**config.mk**
```make
export PLATFORM = sky130hd
export DESIGN_NAME = bir_regs
export DESIGN_NICKNAME = d
export VERILOG_FILES = /design/src/hdl/bilinear_image_resampler_macros.svh /design/src/hdl/bir_pkg.sv /design/src/hdl/bir_regs.sv
export SDC_FILE = /design/constraint.sdc
export NUM_CORES = 1
export LEC_CHECK = 0
export BUFFER_PORTS_ARGS = -buffer_cell sky130_fd_sc_hd__buf_4
export CAP_MARGIN = 20
export CORE_ASPECT_RATIO = 1.5
export CORE_MARGIN = 5
export CORE_UTILIZATION = 50
export CTS_CLUSTER_SIZE = 10
export DETAILED_ROUTE_END_ITERATION = 7
export PLACE_DENSITY_LB_ADDON = 0.05
export SLEW_MARGIN = 15
export SYNTH_ARGS = -nofsm -noshare
export SYNTH_HDL_FRONTEND = slang
export SYNTH_SLANG_ARGS = --single-unit
```
**constraint.sdc**
```tcl
create_clock -name clk -period 4.41 [get_ports clk]
set_input_delay 0.882 -clock clk [delete_from_list [all_inputs] [get_ports clk]]
set_output_delay 0.882 -clock clk [all_outputs]
set_load 0.03 [all_outputs]
```
**src/hdl/bilinear_image_resampler_macros.svh**
```systemverilog
// Assertion macros shared by the resampler modules.
`ifndef BILINEAR_IMAGE_RESAMPLER_MACROS_SVH
`define BILINEAR_IMAGE_RESAMPLER_MACROS_SVH
`ifndef SYNTHESIS
// Same-cycle implication, disabled during reset.
`define BIR_ASSERT_IMP(label, clk, rst_n, cond, prop) \
    label: assert property (@(posedge clk) disable iff (!rst_n) (cond) |-> (prop)) \
        else $error("same-cycle implication violated");
// Next-cycle implication, disabled during reset.
`define BIR_ASSERT_NXT(label, clk, rst_n, cond, prop) \
    label: assert property (@(posedge clk) disable iff (!rst_n) (cond) |=> (prop)) \
        else $error("next-cycle implication violated");
`else
`define BIR_ASSERT_IMP(label, clk, rst_n, cond, prop)
`define BIR_ASSERT_NXT(label, clk, rst_n, cond, prop)
`endif
`endif

```
**src/hdl/bir_pkg.sv**
```systemverilog
package bir_pkg;

    localparam int MAX_SRC_WIDTH  = 256;
    localparam int MAX_SRC_HEIGHT = 256;
    localparam int MAX_DST_SIDE   = 1024;

    localparam int STORE_DEPTH = MAX_SRC_WIDTH * MAX_SRC_HEIGHT;
    localparam int ADDR_W      = $clog2(STORE_DEPTH);
    localparam int DST_W       = (MAX_DST_SIDE > 1) ? $clog2(MAX_DST_SIDE) : 1;

    localparam int SW_W   = 9;
    localparam int SH_W   = 9;
    localparam int DW_W   = 11;
    localparam int STEP_W = 23;
    localparam int POS_W  = 24;
    localparam int FRAC_W = 15;
    localparam int INT_W  = POS_W - FRAC_W;
    localparam int WGT_W  = FRAC_W + 1;
    localparam int PROD_W = SW_W + SH_W;
    localparam int CH_W   = 8;
    localparam int NUM_CH = 4;
    localparam int PIX_W  = CH_W * NUM_CH;

    localparam int APB_AW  = 5;
    localparam int APB_DW  = 32;
    localparam int REG_IDX_W = APB_AW - 2;

    localparam logic [REG_IDX_W-1:0] REG_SRC_WIDTH  = 3'd0;
    localparam logic [REG_IDX_W-1:0] REG_SRC_HEIGHT = 3'd1;
    localparam logic [REG_IDX_W-1:0] REG_DST_WIDTH  = 3'd2;
    localparam logic [REG_IDX_W-1:0] REG_DST_HEIGHT = 3'd3;
    localparam logic [REG_IDX_W-1:0] REG_STEP_U     = 3'd4;
    localparam logic [REG_IDX_W-1:0] REG_STEP_V     = 3'd5;

    localparam logic MODE_LOAD = 1'b0;
    localparam logic MODE_EMIT = 1'b1;

    localparam logic [SW_W-1:0] SRC_W_MIN = SW_W'(2);
    localparam logic [SW_W-1:0] SRC_W_MAX =
        SW_W'((MAX_SRC_WIDTH > 511) ? 511 : MAX_SRC_WIDTH);
    localparam logic [SH_W-1:0] SRC_H_MIN = SH_W'(2);
    localparam logic [SH_W-1:0] SRC_H_MAX =
        SH_W'((MAX_SRC_HEIGHT > 511) ? 511 : MAX_SRC_HEIGHT);
    localparam logic [DW_W-1:0] DST_MIN = DW_W'(1);
    localparam logic [DW_W-1:0] DST_MAX =
        DW_W'((MAX_DST_SIDE > 2047) ? 2047 : MAX_DST_SIDE);

    localparam logic [WGT_W-1:0] FRAC_ONE = 16'h8000;

    typedef struct packed {
        logic [SW_W-1:0]   src_width;
        logic [SH_W-1:0]   src_height;
        logic [DW_W-1:0]   dst_width;
        logic [DW_W-1:0]   dst_height;
        logic [STEP_W-1:0] step_u;
        logic [STEP_W-1:0] step_v;
    } cfg_t;

    localparam cfg_t CFG_RESET = '{
        src_width:  9'd256,
        src_height: 9'd256,
        dst_width:  11'd256,
        dst_height: 11'd256,
        step_u:     23'd32768,
        step_v:     23'd32768
    };

    typedef enum logic [1:0] {
        SEL_A,
        SEL_B,
        SEL_C,
        SEL_D
    } sel_t;

    typedef struct packed {
        logic load;
        logic read;
        sel_t sel;
        logic latch_a;
        logic calc_top;
        logic latch_c;
        logic calc_bot;
        logic finish;
    } cmd_t;

    typedef struct packed {
        logic out_free;
    } stat_t;

    function automatic logic [ADDR_W-1:0] to_addr(input logic [PROD_W-1:0] v);
        return ADDR_W'(v);
    endfunction

endpackage

```
**src/hdl/bir_regs.sv**
```systemverilog
module bir_regs (
    input  logic                        clk,
    input  logic                        rst_n,
    input  logic                        psel,
    input  logic                        penable,
    input  logic                        pwrite,
    input  logic [bir_pkg::APB_AW-1:0]  paddr,
    input  logic [bir_pkg::APB_DW-1:0]  pwdata,
    output logic [bir_pkg::APB_DW-1:0]  prdata,
    output logic                        pready,
    output bir_pkg::cfg_t               cfg
);

    bir_pkg::cfg_t                       cfg_reg;
    bir_pkg::cfg_t                       cfg_next;
    logic                                wr_en;
    logic [bir_pkg::REG_IDX_W-1:0]       reg_idx;

    assign pready  = 1'b1;
    assign wr_en   = psel && penable && pwrite;
    assign reg_idx = paddr[bir_pkg::APB_AW-1:2];
    assign cfg     = cfg_reg;

    always_comb
    begin
        cfg_next = cfg_reg;
        if (wr_en)
        begin
            case (reg_idx)
                bir_pkg::REG_SRC_WIDTH:  cfg_next.src_width  = pwdata[bir_pkg::SW_W-1:0];
                bir_pkg::REG_SRC_HEIGHT: cfg_next.src_height = pwdata[bir_pkg::SH_W-1:0];
                bir_pkg::REG_DST_WIDTH:  cfg_next.dst_width  = pwdata[bir_pkg::DW_W-1:0];
                bir_pkg::REG_DST_HEIGHT: cfg_next.dst_height = pwdata[bir_pkg::DW_W-1:0];
                bir_pkg::REG_STEP_U:     cfg_next.step_u     = pwdata[bir_pkg::STEP_W-1:0];
                bir_pkg::REG_STEP_V:     cfg_next.step_v     = pwdata[bir_pkg::STEP_W-1:0];
                default:                 cfg_next = cfg_reg;
            endcase
        end
    end

    always_comb
    begin
        case (reg_idx)
            bir_pkg::REG_SRC_WIDTH:  prdata = 32'(cfg_reg.src_width);
            bir_pkg::REG_SRC_HEIGHT: prdata = 32'(cfg_reg.src_height);
            bir_pkg::REG_DST_WIDTH:  prdata = 32'(cfg_reg.dst_width);
            bir_pkg::REG_DST_HEIGHT: prdata = 32'(cfg_reg.dst_height);
            bir_pkg::REG_STEP_U:     prdata = 32'(cfg_reg.step_u);
            bir_pkg::REG_STEP_V:     prdata = 32'(cfg_reg.step_v);
            default:                 prdata = '0;
        endcase
    end

    always_ff @(posedge clk or negedge rst_n)
    begin
        if (!rst_n)
        begin
            cfg_reg <= bir_pkg::CFG_RESET;
        end
        else
        begin
            cfg_reg <= cfg_next;
        end
    end

endmodule

```
==> results_dict.tcl <==
set metrics [dict create \
    status "finished clean" \
    htree_levels 3 \
    first_pass_iters 4 \
    slowest_delay_ns 0.57 \
    worst-path-buf-inv 2 \
    worst_pin_slew_ns 1.08 \
    area_growth_syn_to_layout_pct 32.9 \
    swShare_pct 36.0 \
    rsz0062_at_grt "no" \
    power_density_nw_per_um2 506 \
    crit_path_frequent_cell "buf_4" \
    grt_use_total_pct 20.5 \
    dieArea_um2 10000 \
    netlist_area_um2 4030 \
    fin_util_pct 67.4 \
    final_hold_viol_count 0 \
    path_delay_family "simple AND/OR/NAND/NOR gates" \
    power_switching_w 0.000976 \
    finalCritPeriodShare_pct 71.6 \
    rows 40 \
    slowest_stage "nand2b_1" \
    top_usage_layer "met2" \
    worstSetupPathType "in -> out" \
    crit_chain "buf_4 > nand2b_1 > o22ai_1 > o21a_1 > buf_4" \
    pwr-share-comb_pct 36.0 \
    synth-edff-count 0 \
    core_area_um2 7960 \
    internal-power_w 0.00174 \
    slew_viol_final 0 \
    drt_iter0_markers 138 \
    overflow 0 \
    fmax_mhz 317 \
    pwr-share-seq_pct 39.9 \
    ys_types 24 \
    ant_nets 0 \
    clk_pin_slew_ns 0.06 \
    drt-wirelength-per-cell_um 19.3 \
    io_pins 161 \
    final_common_cell "buf_4" \
    cts_sinks 86 \
    setup_violations 0 \
    die_width_um 83.3 \
    grt_max_degree 87 \
    grt_util_met1_pct 22.6 \
    synth_seq_cells 86 \
    async_reset_ff_share_pct 100 \
    clk_latency_ns 0.33 \
    post_cts_buffers 0 \
    fillers 644 \
    cts_max_path_buffers 2 \
    via_per_inst 5.30 \
    post_cts_resized 0 \
    grt_pass1_vias 3068 \
    crit_fanout 19 \
    synth_warnings 0 \
    hold_slack_ns 0.535 \
    crit_arrival_ns 2.28 \
    io_buffers 139 \
    pwr-share-clk_pct 24.1 \
    drc 0 \
    grt_antenna_before_repair 0 \
    seq_area_frac_synth_pct 53.5 \
    die_y_um 120 \
    dp_cells 520 \
    layout.cells.non_filler 535 \
    root_buffer "clkbuf_16" \
    use_met3_pct 6.94 \
    postSynthCellCount 291 \
    syn_area_per_cell_um2 13.9 \
    gp_congestion 0.749 \
    clock_skew_ns 0 \
    nets 468 \
    ir_worst_vdd_uv 325 \
    n_antenna_cell 0 \
    vias 2838 \
    mostFrequentLayoutCells "buf_4, mux2_2, dfrtp_1" \
    hold_class "reg -> reg" \
    finalPower_w 0.00271 \
    cts_tree "yes" \
    power.leakage_nw 2.67 \
    largest_reg_flops 86 \
    drive_gt1_share_pct 57.9 \
    dp_hpwl_mm 7.22 \
    met2_usage_pct 37.4 \
    fin_setup_tns_ns 0 \
    period_needed_ns 3.16 \
    synth_flop_cell "dfrtp_1" \
    worstPathRequired_ns 3.53 \
    end_kind "output port" \
    start_util_pct 50.7 \
    slew_headroom_pct 27.9 \
    drv_cap 0 \
    numCtsBuffers 9 \
    wirelength_mm 10.3 \
    cts_hold_buf 0 \
    critPathLaunchType "input port" \
    grt_pass1_wl_mm 16.1 \
]
==> through the flow <==
step / instance area [um2] / setup slack [ns]
2_1_floorplan: 4060 / 1.29
5_1_grt: 5360 / 1.16
4_1_cts: 5360 / 1.23
6_report: 5360 / 1.25
3_3_place_gp: 5110 / 1.24
3_5_place_dp: 5110 / 1.23
==> cell families after synthesis <==
group / share of synthesized area [%]
compound gates: 3.69
simple gates: 3.75
other cells: 0.186
flops: 53.5
mux: 34.4
buf+inv: 4.40
==> final cells by class <==
| type | instances | area [um2] | share of cell area [%] |
|---|---|---|---|
| tap | 105 | 131 | 2.45 |
| multi-input combinational | 185 | 1740 | 32.5 |
| timing repair buffer | 143 | 1080 | 20.1 |
| sequential | 86 | 2160 | 40.3 |
| clock buffer | 15 | 248 | 4.62 |
| inverter | 1 | 3.75 | 0.0700 |
==> synth_stat cells (2+ instances only) <==
library cell	instances	area share, %
o21ai_0	7	0.87
o22ai_1	3	0.47
nand2b_1	4	0.62
o221ai_1	2	0.43
buf_4	15	2.8
nand2_1	2	0.19
clkbuf_1	4	0.37
buf_2	7	0.87
conb_1	2	0.19
dfrtp_1	80	50
o32a_1	7	1.7
mux2i_1	42	10
or3_1	2	0.31
dfstp_2	6	3.9
mux2_2	86	24
nor2_1	14	1.3
==> power groups by stage <==
stage	Sequential (W)	Clock (W)	Combinational, W
finish	0.00108	0.000654	0.000975
detailed placement	0.00109	0	0.000986
global placement	0.00109	0	0.000975
floorplan	0.00138	0	0.000300
CTS	0.00108	0.000668	0.000988
global route	0.00110	0.000704	0.00103
==> worst paths after layout <==
check | start | endpoint | slack [ns] | cells past startpoint
worst max register to register | cfg[82]$_DFFE_PN0P_ | cfg[82]$_DFFE_PN0P_ | 3.61 | 1
max in group asynchronous | rst_n | cfg[13]$_DFFE_PN0P_ | 3.29 | 1
worst min register to register | cfg[49]$_DFFE_PN0P_ | cfg[49]$_DFFE_PN0P_ | 0.53 | 1
worst max-delay path | paddr[3] | prdata[8] | 1.25 | 5
worst min-delay path | cfg[49]$_DFFE_PN0P_ | cfg[49]$_DFFE_PN0P_ | 0.53 | 1
min in group asynchronous | rst_n | cfg[26]$_DFFE_PN0P_ | 0.60 | 1
==> per-layer routing <==
metal	wire, um	vias up	share of wire (%)
met5	0	-	0
met4	82	0	0.80
met3	686	7	6.7
met2	5540	89	54
met1	4000	1444	39
li1	-	1298	-
No activity file was read; power rests on OpenSTA's default activity.
