<file path="src/hdl/bilinear_image_resampler_macros.svh">
// Assertion macros shared by the resampler modules.
`ifndef BILINEAR_IMAGE_RESAMPLER_MACROS_SVH
`define BILINEAR_IMAGE_RESAMPLER_MACROS_SVH
`ifndef SYNTHESIS
// Same-cycle implication, disabled during reset.
`define BIR_ASSERT_IMP(label, clk, rst_n, cond, prop) \
    label: assert property (@(posedge clk) disable iff (!rst_n) (cond) |-> (prop)) \
        else $error("same-cycle implication violated");
// Next-cycle implication, disabled during reset.
`define BIR_ASSERT_NXT(label, clk, rst_n, cond, prop) \
    label: assert property (@(posedge clk) disable iff (!rst_n) (cond) |=> (prop)) \
        else $error("next-cycle implication violated");
`else
`define BIR_ASSERT_IMP(label, clk, rst_n, cond, prop)
`define BIR_ASSERT_NXT(label, clk, rst_n, cond, prop)
`endif
`endif

</file>
<file path="src/hdl/bir_pkg.sv">
package bir_pkg;

    localparam int MAX_SRC_WIDTH  = 256;
    localparam int MAX_SRC_HEIGHT = 256;
    localparam int MAX_DST_SIDE   = 1024;

    localparam int STORE_DEPTH = MAX_SRC_WIDTH * MAX_SRC_HEIGHT;
    localparam int ADDR_W      = $clog2(STORE_DEPTH);
    localparam int DST_W       = (MAX_DST_SIDE > 1) ? $clog2(MAX_DST_SIDE) : 1;

    localparam int SW_W   = 9;
    localparam int SH_W   = 9;
    localparam int DW_W   = 11;
    localparam int STEP_W = 23;
    localparam int POS_W  = 24;
    localparam int FRAC_W = 15;
    localparam int INT_W  = POS_W - FRAC_W;
    localparam int WGT_W  = FRAC_W + 1;
    localparam int PROD_W = SW_W + SH_W;
    localparam int CH_W   = 8;
    localparam int NUM_CH = 4;
    localparam int PIX_W  = CH_W * NUM_CH;

    localparam int APB_AW  = 5;
    localparam int APB_DW  = 32;
    localparam int REG_IDX_W = APB_AW - 2;

    localparam logic [REG_IDX_W-1:0] REG_SRC_WIDTH  = 3'd0;
    localparam logic [REG_IDX_W-1:0] REG_SRC_HEIGHT = 3'd1;
    localparam logic [REG_IDX_W-1:0] REG_DST_WIDTH  = 3'd2;
    localparam logic [REG_IDX_W-1:0] REG_DST_HEIGHT = 3'd3;
    localparam logic [REG_IDX_W-1:0] REG_STEP_U     = 3'd4;
    localparam logic [REG_IDX_W-1:0] REG_STEP_V     = 3'd5;

    localparam logic MODE_LOAD = 1'b0;
    localparam logic MODE_EMIT = 1'b1;

    localparam logic [SW_W-1:0] SRC_W_MIN = SW_W'(2);
    localparam logic [SW_W-1:0] SRC_W_MAX =
        SW_W'((MAX_SRC_WIDTH > 511) ? 511 : MAX_SRC_WIDTH);
    localparam logic [SH_W-1:0] SRC_H_MIN = SH_W'(2);
    localparam logic [SH_W-1:0] SRC_H_MAX =
        SH_W'((MAX_SRC_HEIGHT > 511) ? 511 : MAX_SRC_HEIGHT);
    localparam logic [DW_W-1:0] DST_MIN = DW_W'(1);
    localparam logic [DW_W-1:0] DST_MAX =
        DW_W'((MAX_DST_SIDE > 2047) ? 2047 : MAX_DST_SIDE);

    localparam logic [WGT_W-1:0] FRAC_ONE = 16'h8000;

    typedef struct packed {
        logic [SW_W-1:0]   src_width;
        logic [SH_W-1:0]   src_height;
        logic [DW_W-1:0]   dst_width;
        logic [DW_W-1:0]   dst_height;
        logic [STEP_W-1:0] step_u;
        logic [STEP_W-1:0] step_v;
    } cfg_t;

    localparam cfg_t CFG_RESET = '{
        src_width:  9'd256,
        src_height: 9'd256,
        dst_width:  11'd256,
        dst_height: 11'd256,
        step_u:     23'd32768,
        step_v:     23'd32768
    };

    typedef enum logic [1:0] {
        SEL_A,
        SEL_B,
        SEL_C,
        SEL_D
    } sel_t;

    typedef struct packed {
        logic load;
        logic read;
        sel_t sel;
        logic latch_a;
        logic calc_top;
        logic latch_c;
        logic calc_bot;
        logic finish;
    } cmd_t;

    typedef struct packed {
        logic out_free;
    } stat_t;

    function automatic logic [ADDR_W-1:0] to_addr(input logic [PROD_W-1:0] v);
        return ADDR_W'(v);
    endfunction

endpackage

</file>
<file path="src/hdl/bir_ctrl.sv">
`include "bilinear_image_resampler_macros.svh"

module bir_ctrl (
    input  logic            clk,
    input  logic            rst_n,
    input  logic            s_tvalid,
    input  logic            mode,
    output logic            s_tready,
    input  bir_pkg::stat_t  stat,
    output bir_pkg::cmd_t   cmd
);

    typedef enum logic [5:0] {
        ST_IDLE = 6'b000001,
        ST_RDB  = 6'b000010,
        ST_RDC  = 6'b000100,
        ST_RDD  = 6'b001000,
        ST_BOT  = 6'b010000,
        ST_FIN  = 6'b100000
    } state_t;

    state_t state_reg;
    state_t state_next;

    always_comb
    begin
        state_next   = state_reg;
        s_tready     = 1'b0;
        cmd          = '0;
        cmd.sel      = bir_pkg::SEL_A;
        case (state_reg)
            ST_IDLE:
            begin
                s_tready = 1'b1;
                if (s_tvalid)
                begin
                    if (mode == bir_pkg::MODE_EMIT)
                    begin
                        cmd.read   = 1'b1;
                        cmd.sel    = bir_pkg::SEL_A;
                        state_next = ST_RDB;
                    end
                    else
                    begin
                        cmd.load = 1'b1;
                    end
                end
            end
            ST_RDB:
            begin
                cmd.read    = 1'b1;
                cmd.sel     = bir_pkg::SEL_B;
                cmd.latch_a = 1'b1;
                state_next  = ST_RDC;
            end
            ST_RDC:
            begin
                cmd.read     = 1'b1;
                cmd.sel      = bir_pkg::SEL_C;
                cmd.calc_top = 1'b1;
                state_next   = ST_RDD;
            end
            ST_RDD:
            begin
                cmd.read    = 1'b1;
                cmd.sel     = bir_pkg::SEL_D;
                cmd.latch_c = 1'b1;
                state_next  = ST_BOT;
            end
            ST_BOT:
            begin
                cmd.calc_bot = 1'b1;
                state_next   = ST_FIN;
            end
            ST_FIN:
            begin
                if (stat.out_free)
                begin
                    cmd.finish = 1'b1;
                    state_next = ST_IDLE;
                end
            end
            default:
            begin
                state_next = ST_IDLE;
            end
        endcase
    end

    always_ff @(posedge clk or negedge rst_n)
    begin
        if (!rst_n)
        begin
            state_reg <= ST_IDLE;
        end
        else
        begin
            state_reg <= state_next;
        end
    end

    `BIR_ASSERT_NXT(a_emit_starts_reads, clk, rst_n, s_tvalid && s_tready && (mode == bir_pkg::MODE_EMIT), state_reg == ST_RDB)
    `BIR_ASSERT_NXT(a_finish_returns_idle, clk, rst_n, cmd.finish, state_reg == ST_IDLE)

endmodule

</file>
<file path="config.mk">
export PLATFORM = sky130hd
export DESIGN_NAME = bir_ctrl
export DESIGN_NICKNAME = d
export VERILOG_FILES = /design/src/hdl/bir_pkg.sv /design/src/hdl/bir_ctrl.sv
export VERILOG_INCLUDE_DIRS = /design/src /design/src/hdl
export SDC_FILE = /design/constraint.sdc
export NUM_CORES = 1
export LEC_CHECK = 0
export BUFFER_PORTS_ARGS = -buffer_cell sky130_fd_sc_hd__buf_4
export CORE_AREA = 2 2 39 41
export CTS_BUF_LIST = sky130_fd_sc_hd__clkbuf_2
export DETAILED_ROUTE_END_ITERATION = 7
export DIE_AREA = 0 0 41 43
export PLACE_DENSITY = 0.54
export SLEW_MARGIN = 30
export SYNTH_ARGS = -nofsm -noshare
export SYNTH_HDL_FRONTEND = slang
export SYNTH_SLANG_ARGS = --single-unit
</file>
<file path="constraint.sdc">
create_clock -name clk -period 1.7 [get_ports clk]
set_input_delay 0.255 -clock clk [delete_from_list [all_inputs] [get_ports clk]]
set_output_delay 0.255 -clock clk [all_outputs]
set_load 0.01 [all_outputs]
</file>
==> flow_summary_export.csv <==
group,metric,value,unit
placed_design,hpwl,663.3,um
route,wl_per_cell,11.14,um
yosys,postSynthAreaPerCell,8.730,sq um
grt,grt_max_degree,9,
final_layout,multi_input_area,247.7,sq um
clocking,cts_num_sinks,6,
placed_design,post-place-ws,0.1941,ns
floorplan,ioPinCount,15,
route,ant_nets,0,
route,vias,394,
final_layout,largest_register_ffs,6,
grt,grt_usage,12.82,%
clocking,cts_tree,"yes",
yosys,synth_edf_count,0,
clocking,clockRootBuffer,"clkbuf_2",
route,vias_per_cell,4.690,
floorplan,fp.dieH,43,um
yosys,ys_seq_elements,6,
critical_path,slowest_stage,"dfrtp_1",
route,first_pass_iters,4,
timing,skew,0.01193,ns
grt,overflow,0,
final_layout,fin_util,44.21,%
pwr,seqPwrFrac,29.8,%
placed_design,dpl.cell_count,74,
floorplan,die_w,41,um
grt,grt_antenna_before_repair,0,
pwr,p_clk_share,17.0,%
critical_path,crit_top_cell,"buf_4",
yosys,syn-num-nets,49,
clocking,cts_buffer_depth,2,
final_layout,fill_cells,146,
final_layout,fin_area,611.8,sq um
final_layout,ff_latch_area,152.6,sq um
timing,finalCritPeriodShare,99.19,%
critical_path,path_class,"reg2out",
clocking,clkLatencyLatePin,0.22,ns
placed_design,placed_cell_area,511.7,sq um
timing,hold_viol_final,0,
pwr,p_sw,0.2547,mW
route,drc,0,
critical_path,crit_fanout,4,
timing,tns,0,ns
pwr,p_sw_share,37.45,%
timing,worst_slack,0.01375,ns
run,cap_violations,0,
final_layout,final_cell_mix,"21 x buf_4, 7 x nor2_1, 4 x nor2_2, 4 x clkbuf_2, 4 x dfrtp_1",
yosys,synth_ff_type,"dfrtp_1",
critical_path,cp_data_required_time,1.44,ns
grt,grt_pass1_vias,355,
route,drtIter0Drc,12,
pwr,vdd_drop_max,610.7,uV
timing,fmax,593.0,MHz
yosys,yosysWarnings,0,
yosys,synth-async-reset-ratio,100.0,%
clocking,clk_pin_slew,0.07,ns
yosys,netlist_area,384.1,sq um
critical_path,path_cells,"buf_4, buf_4, o211a_1, o21bai_1, buf_4",
floorplan,row_count,14,
yosys,synth_cell_types,25,
grt,grt_pass1_wl,1476,um
placed_design,place.gp.congestion,0.7566,
final_layout,layout_commonest_cell,"buf_4",
timing,drv_slew,0,
timing,finalCriticalPeriod,1.686,ns
floorplan,core_area,0.001384,sq mm
yosys,synth_seq_area_share,39.41,%
pwr,powerDensity,1112,mW/mm^2
final_layout,drive_gt1_share,57.35,%
yosys,synth_cells,44,
pwr,internal_power,0.4254,mW
timing,rsz0062_at_grt,"yes",
final_layout,stdcell_count,84,
pwr,p_total,0.6801,mW
critical_path,worstPathArrival,1.43,ns
critical_path,worst_setup_path_end_kind,"output pin",
floorplan,initial_utilization,27.76,%
route,drt-total-wl,936,um
pwr,pwr-share-comb,53.2,%
clocking,htree_num_levels,1,
min_path,min_path_type,"in2reg",
timing,worstMarginPinSlew,0.2793,ns
placed_design,port_buffers,14,
critical_path,cp-start-kind,"flip-flop",
timing,final-setup-viol-count,0,
run_status,status,"finished clean",
timing,holdWs,0.3197,ns
timing,slew_headroom,81.38,%
final_layout,insertedDiodeCount,0,
floorplan,dieArea,0.001763,sq mm
clocking,numCtsBuffers,3,
final_layout,area_growth,59.28,%
critical_path,cpPeakStageDelay,0.39,ns
final_layout,finalNetCount,74,
pwr,leakage,0.3181,nW
## worst max-delay path, delay by kind of cell, from the launching register on
| kind | cells | cell delay, ns |
|---|---|---|
| AO/OA/AOI/OAI | 2 | 0.40 |
| buffers and inverters | 3 | 0.42 |
| flip-flops | 1 | 0.39 |
## timing repair
action / in CTS / in global routing
buffers inserted: 4 / 1
endpoints found under the setup margin: 3 / 6
hold buffers: 1 / 0
endpoints found under the hold margin: 5 / 0
resized for setup: 2 / 8
pin swaps: 1 / 0
## synthesized netlist by cell type, drive strengths merged (2+ instances only)
cell type,n,area (sq um)
a21oi,2,21.27
and3,2,12.51
buf,2,12.51
dfrtp,5,125.1
nand2,3,11.26
nand2b,2,12.51
nor2,11,41.29
xor2,2,17.52
## worst paths after layout
path                       cells past startpoint  slack [ns]                       end                startpoint
min reg2reg                                    3        0.65  state_reg[0]$_DFFE_PN1P_  state_reg[5]$_DFFE_PN0P_
max in group asynchronous                      2        1.11  state_reg[0]$_DFFE_PN1P_                     rst_n
max reg2reg                                    4        0.30  state_reg[0]$_DFFE_PN1P_  state_reg[2]$_DFFE_PN0P_
min in group asynchronous                      2        0.37  state_reg[4]$_DFFE_PN0P_                     rst_n
min                                            3        0.32  state_reg[1]$_DFFE_PN0P_                  s_tvalid
max                                            5        0.01                    cmd[7]  state_reg[3]$_DFFE_PN0P_
## power groups by stage
stage / registers [mW] / logic (mW) / clock network, mW
2_1_floorplan: 0.189 / 0.189 / 0
6_report: 0.203 / 0.362 / 0.115
3_3_place_gp: 0.202 / 0.289 / 0
3_5_place_dp: 0.202 / 0.289 / 0
4_1_cts: 0.198 / 0.326 / 0.118
5_1_grt: 0.206 / 0.398 / 0.129
## layout make-up
| cell class | instances | area share, % |
|---|---|---|
| clock buffers | 4 | 3.272 |
| inverters | 1 | 0.6135 |
| multi-input cells | 35 | 40.49 |
| flip-flops and latches | 6 | 24.95 |
| well taps | 16 | 3.272 |
| repair buffers | 22 | 27.40 |
## kinds of logic after synthesis
logic type	after synthesis	share of synthesized area, %
xor+xnor	2	4.561
buf+inv	3	4.233
simple gates	27	37.13
compound gates	6	14.66
flops	6	39.41
## per-layer routing
metal / global-route usage (%) / vias to the layer above / part of all wire (%)
met5: 0 / - / 0
li1: - / 198 / -
met2: 19.06 / 9 / 54
met3: 4.712 / 0 / 4.5
met4: 8.000 / 0 / 0
met1: 14.71 / 187 / 42
(Power assumes the default switching activity.)
